### src/design/u64dec_pkg.sv
// Shared types and constants for the 64-bit binary to decimal ASCII converter.
// Used by the controller, the datapath and the top level; depends on nothing.
package u64dec_pkg;

    localparam int VAL_W      = 64;
    localparam int NUM_DIGITS = 20;
    localparam int BCD_W      = 4 * NUM_DIGITS;
    localparam int CNT_W      = 5;
    localparam int BIT_W      = 6;

    localparam logic [5:0]       ASCII_ZERO = 6'd48;
    localparam logic [BIT_W-1:0] BIT_LAST   = BIT_W'(VAL_W - 1);

    // Input beat: number to convert and the two-digit padding flag.
    typedef struct packed {
        logic [VAL_W-1:0] value;
        logic             pad_two;
    } t_in;

    // Output beat: one ASCII digit of the conversion.
    typedef struct packed {
        logic [5:0]       digit_char;
        logic [CNT_W-1:0] digit_count;
        logic             last_digit;
    } t_out;

    // Commands from the controller to the datapath.
    typedef struct packed {
        logic load;
        logic conv_step;
        logic trim_step;
        logic emit_step;
    } t_cmd;

    // Status from the datapath to the controller.
    typedef struct packed {
        logic trim_done;
        logic emit_last;
        logic out_free;
    } t_sts;

endpackage

### src/design/u64_to_decimal_ascii_core.sv
// Converts an unsigned 64-bit number to decimal ASCII digits, one output
// beat per digit, most significant first. An item takes a load step, 64
// double-dabble shift steps (one input bit each), one trim step per
// stripped leading zero (20 minus the digit count) plus one step that finds
// the first kept digit, and one emit step per emitted digit (1 to 20). The
// stripped and emitted digits always sum to 20. Each output stall met while
// emitting holds the emit step. Each beat carries the total digit count
// and marks the last digit. Zero gives "0"; with pad_two set, a one-digit
// result gets a leading '0'. The input is stalled while an item is in work;
// the final digit may still wait in the output register while the next
// item is taken.
// Top level; depends on u64dec_pkg, u64dec_ctrl and u64dec_datapath.
module u64_to_decimal_ascii_core (
    input  logic                 i_clk,
    input  logic                 i_rst_n,
    input  logic                 i_in_valid,
    output logic                 o_in_stall,
    input  u64dec_pkg::t_in      i_in_data,
    output logic                 o_out_valid,
    input  logic                 i_out_stall,
    output u64dec_pkg::t_out     o_out_data
);
    import u64dec_pkg::*;

    t_cmd w_cmd;
    t_sts w_sts;

    // Sequencer.
    u64dec_ctrl u_ctrl (
        .i_clk      (i_clk),
        .i_rst_n    (i_rst_n),
        .i_in_valid (i_in_valid),
        .o_in_stall (o_in_stall),
        .i_sts      (w_sts),
        .o_cmd      (w_cmd)
    );

    // Conversion datapath and output register.
    u64dec_datapath u_datapath (
        .i_clk       (i_clk),
        .i_rst_n     (i_rst_n),
        .i_in_data   (i_in_data),
        .i_cmd       (w_cmd),
        .o_sts       (w_sts),
        .o_out_valid (o_out_valid),
        .i_out_stall (i_out_stall),
        .o_out_data  (o_out_data)
    );

endmodule

### src/design/u64dec_datapath.sv
// Datapath of the converter: double-dabble BCD register, leading-zero trim,
// digit counters and the output register. Depends on u64dec_pkg.
module u64dec_datapath (
    input  logic               i_clk,
    input  logic               i_rst_n,
    input  u64dec_pkg::t_in    i_in_data,
    input  u64dec_pkg::t_cmd   i_cmd,
    output u64dec_pkg::t_sts   o_sts,
    output logic               o_out_valid,
    input  logic               i_out_stall,
    output u64dec_pkg::t_out   o_out_data
);
    import u64dec_pkg::*;

    logic [VAL_W-1:0] r_bin;
    logic [BCD_W-1:0] r_bcd;
    logic [BCD_W-1:0] w_adj;
    logic             r_pad;
    logic [CNT_W-1:0] r_left;
    logic [CNT_W-1:0] r_sent;
    logic             r_out_valid;
    t_out             r_out;
    logic [3:0]       w_top;

    assign w_top = r_bcd[BCD_W-1 -: 4];

    // Add three to every BCD digit of five or more before the next shift.
    always_comb begin
        for (int i = 0; i < NUM_DIGITS; i++) begin
            if (r_bcd[4*i +: 4] >= 4'd5) begin
                w_adj[4*i +: 4] = r_bcd[4*i +: 4] + 4'd3;
            end else begin
                w_adj[4*i +: 4] = r_bcd[4*i +: 4];
            end
        end
    end

    // Trimming stops at the first nonzero digit, at one digit, or at two
    // digits when padding is requested.
    always_comb begin
        o_sts.trim_done = (w_top != 4'd0) || (r_left == CNT_W'(1))
                          || (r_pad && (r_left == CNT_W'(2)));
        o_sts.emit_last = (r_sent == CNT_W'(r_left - CNT_W'(1)));
        o_sts.out_free  = !r_out_valid || !i_out_stall;
    end

    // Conversion registers.
    always_ff @(posedge i_clk) begin
        if (i_cmd.load) begin
            r_bin  <= i_in_data.value;
            r_bcd  <= '0;
            r_pad  <= i_in_data.pad_two;
            r_left <= CNT_W'(NUM_DIGITS);
            r_sent <= '0;
        end else if (i_cmd.conv_step) begin
            r_bcd <= {w_adj[BCD_W-2:0], r_bin[VAL_W-1]};
            r_bin <= {r_bin[VAL_W-2:0], 1'b0};
        end else if (i_cmd.trim_step) begin
            r_bcd  <= {r_bcd[BCD_W-5:0], 4'd0};
            r_left <= CNT_W'(r_left - CNT_W'(1));
        end else if (i_cmd.emit_step) begin
            r_bcd  <= {r_bcd[BCD_W-5:0], 4'd0};
            r_sent <= CNT_W'(r_sent + CNT_W'(1));
        end
    end

    // Output register: loaded with one digit per emit step.
    always_ff @(posedge i_clk) begin
        if (!i_rst_n) begin
            r_out_valid <= 1'b0;
        end else if (i_cmd.emit_step) begin
            r_out_valid <= 1'b1;
        end else if (!i_out_stall) begin
            r_out_valid <= 1'b0;
        end
    end

    always_ff @(posedge i_clk) begin
        if (i_cmd.emit_step) begin
            r_out.digit_char  <= ASCII_ZERO + {2'b00, w_top};
            r_out.digit_count <= r_left;
            r_out.last_digit  <= o_sts.emit_last;
        end
    end

    assign o_out_valid = r_out_valid;
    assign o_out_data  = r_out;

endmodule

### src/design/u64dec_ctrl.sv
// Controller of the converter: sequences load, 64 shift steps, the
// leading-zero trim and digit emission. Depends on u64dec_pkg.
module u64dec_ctrl (
    input  logic             i_clk,
    input  logic             i_rst_n,
    input  logic             i_in_valid,
    output logic             o_in_stall,
    input  u64dec_pkg::t_sts i_sts,
    output u64dec_pkg::t_cmd o_cmd
);
    import u64dec_pkg::*;

    typedef enum logic [1:0] {
        S_IDLE,
        S_CONV,
        S_TRIM,
        S_EMIT
    } t_state;

    t_state           r_state;
    logic [BIT_W-1:0] r_bit;

    // Commands decoded from the current state and the datapath status.
    always_comb begin
        o_cmd           = '0;
        o_cmd.load      = (r_state == S_IDLE) && i_in_valid;
        o_cmd.conv_step = (r_state == S_CONV);
        o_cmd.trim_step = (r_state == S_TRIM) && !i_sts.trim_done;
        o_cmd.emit_step = (r_state == S_EMIT) && i_sts.out_free;
    end

    assign o_in_stall = (r_state != S_IDLE);

    // State and bit counter.
    always_ff @(posedge i_clk) begin
        if (!i_rst_n) begin
            r_state <= S_IDLE;
            r_bit   <= '0;
        end else begin
            unique case (r_state)
                S_IDLE: begin
                    r_bit <= '0;
                    if (i_in_valid) begin
                        r_state <= S_CONV;
                    end
                end
                S_CONV: begin
                    r_bit <= BIT_W'(r_bit + BIT_W'(1));
                    if (r_bit == BIT_LAST) begin
                        r_state <= S_TRIM;
                    end
                end
                S_TRIM: begin
                    if (i_sts.trim_done) begin
                        r_state <= S_EMIT;
                    end
                end
                S_EMIT: begin
                    if (i_sts.out_free && i_sts.emit_last) begin
                        r_state <= S_IDLE;
                    end
                end
                default: begin
                    r_state <= S_IDLE;
                end
            endcase
        end
    end

endmodule

### config.mk
export PLATFORM = sky130hd
export DESIGN_NAME = u64_to_decimal_ascii_core
export DESIGN_NICKNAME = d
export VERILOG_FILES = /design/src/design/u64dec_pkg.sv /design/src/design/u64_to_decimal_ascii_core.sv /design/src/design/u64dec_datapath.sv /design/src/design/u64dec_ctrl.sv
export SDC_FILE = /design/constraint.sdc
export NUM_CORES = 1
export LEC_CHECK = 0
export ABC_AREA = 1
export BUFFER_PORTS_ARGS = -buffer_cell sky130_fd_sc_hd__buf_2
export CAP_MARGIN = 20
export CORE_MARGIN = 2
export CORE_UTILIZATION = 30
export DETAILED_ROUTE_END_ITERATION = 10
export GPL_TIMING_DRIVEN = 0
export MAX_ROUTING_LAYER = met4
export PLACE_DENSITY_LB_ADDON = 0.12
export SETUP_SLACK_MARGIN = 0.2
export SYNTH_ARGS = -nofsm -noshare
export SYNTH_HDL_FRONTEND = slang
export SYNTH_SLANG_ARGS = --single-unit
### constraint.sdc
create_clock -name i_clk -period 3.6 [get_ports i_clk]
set_clock_uncertainty 0.05 [all_clocks]
set_input_delay 0.36 -clock i_clk [delete_from_list [all_inputs] [get_ports i_clk]]
set_output_delay 0.36 -clock i_clk [all_outputs]
set_load 0.05 [all_outputs]
==> impl_metrics.ini <==
[run_status]
status = complete, no violations

[placement]
gp_congestion = 0.792
dp.final_hpwl_um = 17800
placed_cell_area_um2 = 10100
portBuffers = 80

[cts]
root_buffer = clkbuf_16
holdBufCountCts = 0
cts_resized = 0
clockBufferDepth = 2
clock-sinks = 174
htreeDepth = 4
clk_pin_slew_ps = 80
cts_setup_buffers = 0
numCtsBuffers = 17
clock_latency_ps = 440
cts_tree = done

[sta]
finalHoldViolCount = 0
rsz0062_at_grt = false
tightest_slew_ps = 928
fmax_mhz = 319
finalCriticalPeriod_ps = 3130
slew_headroom_pct = 38.1
finalCritPeriodShare_pct = 87.0
setup_viol = 0
drv_slew = 0
fin_tns_setup_ps = 0

[synth]
ys_async_sr_fraction_pct = 0
syn_avg_cell_area_um2 = 7.95
synth-edff-count = 75
yosysUniqueCellTypes = 32
syn_inst = 1161
ys_warn_count = 0
ys_ff_latch = 174
synth_flop_cell = dfxtp_1
syn_area_um2 = 9230
seq_area_frac_synth_pct = 45.9

[power_and_ir_drop]
p_sw_mw = 4.56
switching_share_pct = 44.1
seq_power_share_pct = 36.1
pwr-share-comb_pct = 44.5
vdd_drop_max_mv = 0.407
powerDensity_nw_per_um2 = 963
pwr-share-clk_pct = 19.3
p_int_mw = 5.79
p_leak_nw = 4.59

[critical_path]
endpoint_kind = flip-flop
crit_chain = inv_1 > ha_1 > nand2_1 > clkbuf_1 > clkbuf_1 > nand2_4
timing.rr.end = u_datapath.r_bin[15]$_DFFE_PP_
critPathLaunchType = flip-flop
max_stage_delay_ps = 600
required_ps = 3530
crit_path_frequent_cell = clkbuf_1
cpMaxStageDelayCell = nand2_4
path_max_fanout = 64
rr_worst_depth = 6
crit_family = buffers and inverters
reg2reg_from = u_ctrl.r_state[0]$_SDFFE_PN0P_
crit_type = reg -> reg
crit_buf_inv = 3
r2r_setup_slack_ps = 470
cp.arrival_ps = 3060

[layout]
area_delta_synth_final_pct = 16.6
drive_gt1_share_pct = 12.0
nNetsFinal = 1381
final_cell_area_um2 = 10800

[route]
drtIter0Drc = 451
vias = 8033
post_drt_wl_per_cell_um = 15.5
viasPerCell = 4.80
drc_errors = 0
firstDrtPassIters = 5
wl_um = 25900
final_antenna_net_count = 0

[min_path]
min_path_cells = 1
whs_endpoint = u_datapath.r_pad$_DFFE_PP_
min_from = i_in_data[0]
hold_class = in -> reg

[floorplanning]
start_util_pct = 30.3
io_pins = 83
coreArea_um2 = 30400
rows = 64
die_w_um = 179
die_y_um = 179
dieArea_um2 = 32200

[global_route]
grt_pass1_wl_um = 40900
grt_pass1_vias = 7617
overflow = 0
grt_usage_pct = 17.0
grt_start_max_net_pins = 65
antenna_found_initial = 3

[flow_run]
max_cap_violations = 0
[worst reg2reg max path: cells and delay by family, from the launching register on]
| family | cells | cell delay [ps] |
|---|---|---|
| AND/OR/NAND/NOR | 2 | 760 |
| buffers and inverters | 3 | 1190 |
| adder cells (fa/ha/maj) | 1 | 250 |
| flip-flops | 1 | 390 |
[cells in the final DEF (no fill, tap or decap), types with 5 or more instances in the layout]
cell type | netlist | routed
clkbuf_16 | 0 | 17
a31oi_1 | 48 | 48
o21ai_0 | 160 | 160
a21oi_1 | 109 | 109
inv_6 | 0 | 5
buf_2 | 9 | 89
o211ai_1 | 13 | 13
edfxtp_1 | 75 | 75
nor2_1 | 35 | 35
o22ai_1 | 10 | 10
clkbuf_1 | 43 | 44
nand2_1 | 314 | 313
inv_1 | 99 | 99
xor2_1 | 29 | 29
or2_2 | 18 | 18
dfxtp_1 | 99 | 99
ha_1 | 51 | 51
nand3_1 | 23 | 23
[synth_stat cells, types with 18 or more instances]
library cell	instances	area, µm²
o21ai_0	160	801
or2_2	18	113
xor2_1	29	254
inv_1	99	372
a31oi_1	48	300
nand3_1	23	115
clkbuf_1	43	161
dfxtp_1	99	1980
a21oi_1	109	546
nand2_1	314	1180
nor2_1	35	131
ha_1	51	638
edfxtp_1	75	2250
[routing by layer]
layer  wire length (µm)  track usage (%)  vias up
met1              12700             22.5     3737
met5                  0                -        -
li1                   -                -     4124
met3               1090             3.50       24
met4                392             4.00        0
met2              11700             26.5      148
[sequential cells by signal, summed over array words and instances, names as in the netlist, 2 cells and up]
register	count
u_datapath.o_out_data	10
u_datapath.r_sent	5
u_datapath.r_bcd	80
u_datapath.r_bin	64
u_datapath.r_left	5
u_ctrl.r_bit	6
u_ctrl.r_state	2
[logic make-up after synthesis]
family,Yosys count,synth area share [%]
AO/OA/AOI/OAI,345,20.0
XOR/XNOR,29,2.75
adder cells (fa/ha/maj),51,6.92
buffers and inverters,162,7.01
flip-flops,174,45.9
other,1,0.0406
AND/OR/NAND/NOR,399,17.3
[stage by stage]
stage / hold WS [ps] / setup slack [ps] / power [mW] / utilization [%] / std cells
after floorplan: 392 / 412 / 6.94 / - / 1162
after CTS: 28.1 / 388 / 10.4 / 35.3 / 1670
after global routing: 27.9 / 233 / 11.3 / 35.4 / 1673
after detailed placement: 423 / 390 / 8.39 / 33.3 / 1638
final: 41.4 / 469 / 10.4 / 35.4 / 1673
after global placement: 420 / -1080 / 8.40 / 33.3 / 1638
[power by group through the flow]
stage	sequential, mW	clock [mW]	combinational [mW]
after floorplan	3.67	0	3.27
after global placement	3.80	0	4.60
after detailed placement	3.77	0	4.62
after CTS	3.74	2.04	4.65
after global routing	3.86	2.12	5.30
final	3.74	2.00	4.61
[worst max path at each step]
stage	from	to	slack, ps	cells past startpoint
global placement	u_ctrl.r_state[0]$_SDFFE_PN0P_	u_datapath.r_bin[25]$_DFFE_PP_	-1080	6
floorplan	u_ctrl.r_state[0]$_SDFFE_PN0P_	u_datapath.r_bin[0]$_SDFFCE_PN0P_	410	6
CTS	u_ctrl.r_state[0]$_SDFFE_PN0P_	u_datapath.r_bin[37]$_DFFE_PP_	390	6
detailed placement	u_ctrl.r_state[0]$_SDFFE_PN0P_	u_datapath.r_bin[25]$_DFFE_PP_	390	6
global route	u_ctrl.r_state[0]$_SDFFE_PN0P_	u_datapath.r_bin[31]$_DFFE_PP_	230	6
finish	u_ctrl.r_state[0]$_SDFFE_PN0P_	u_datapath.r_bin[15]$_DFFE_PP_	470	6
[final cells by class]
class,instances,area [µm²]
clock buffers,19,443
fillers,3268,19700
multi-input cells,826,4360
repair buffers,80,400
well taps,396,495
inverters,103,387
plain buffers,59,260
diodes,3,7.51
clock inverters,13,175
flip-flops and latches,174,4230
Power figures use the tool's default switching activity.
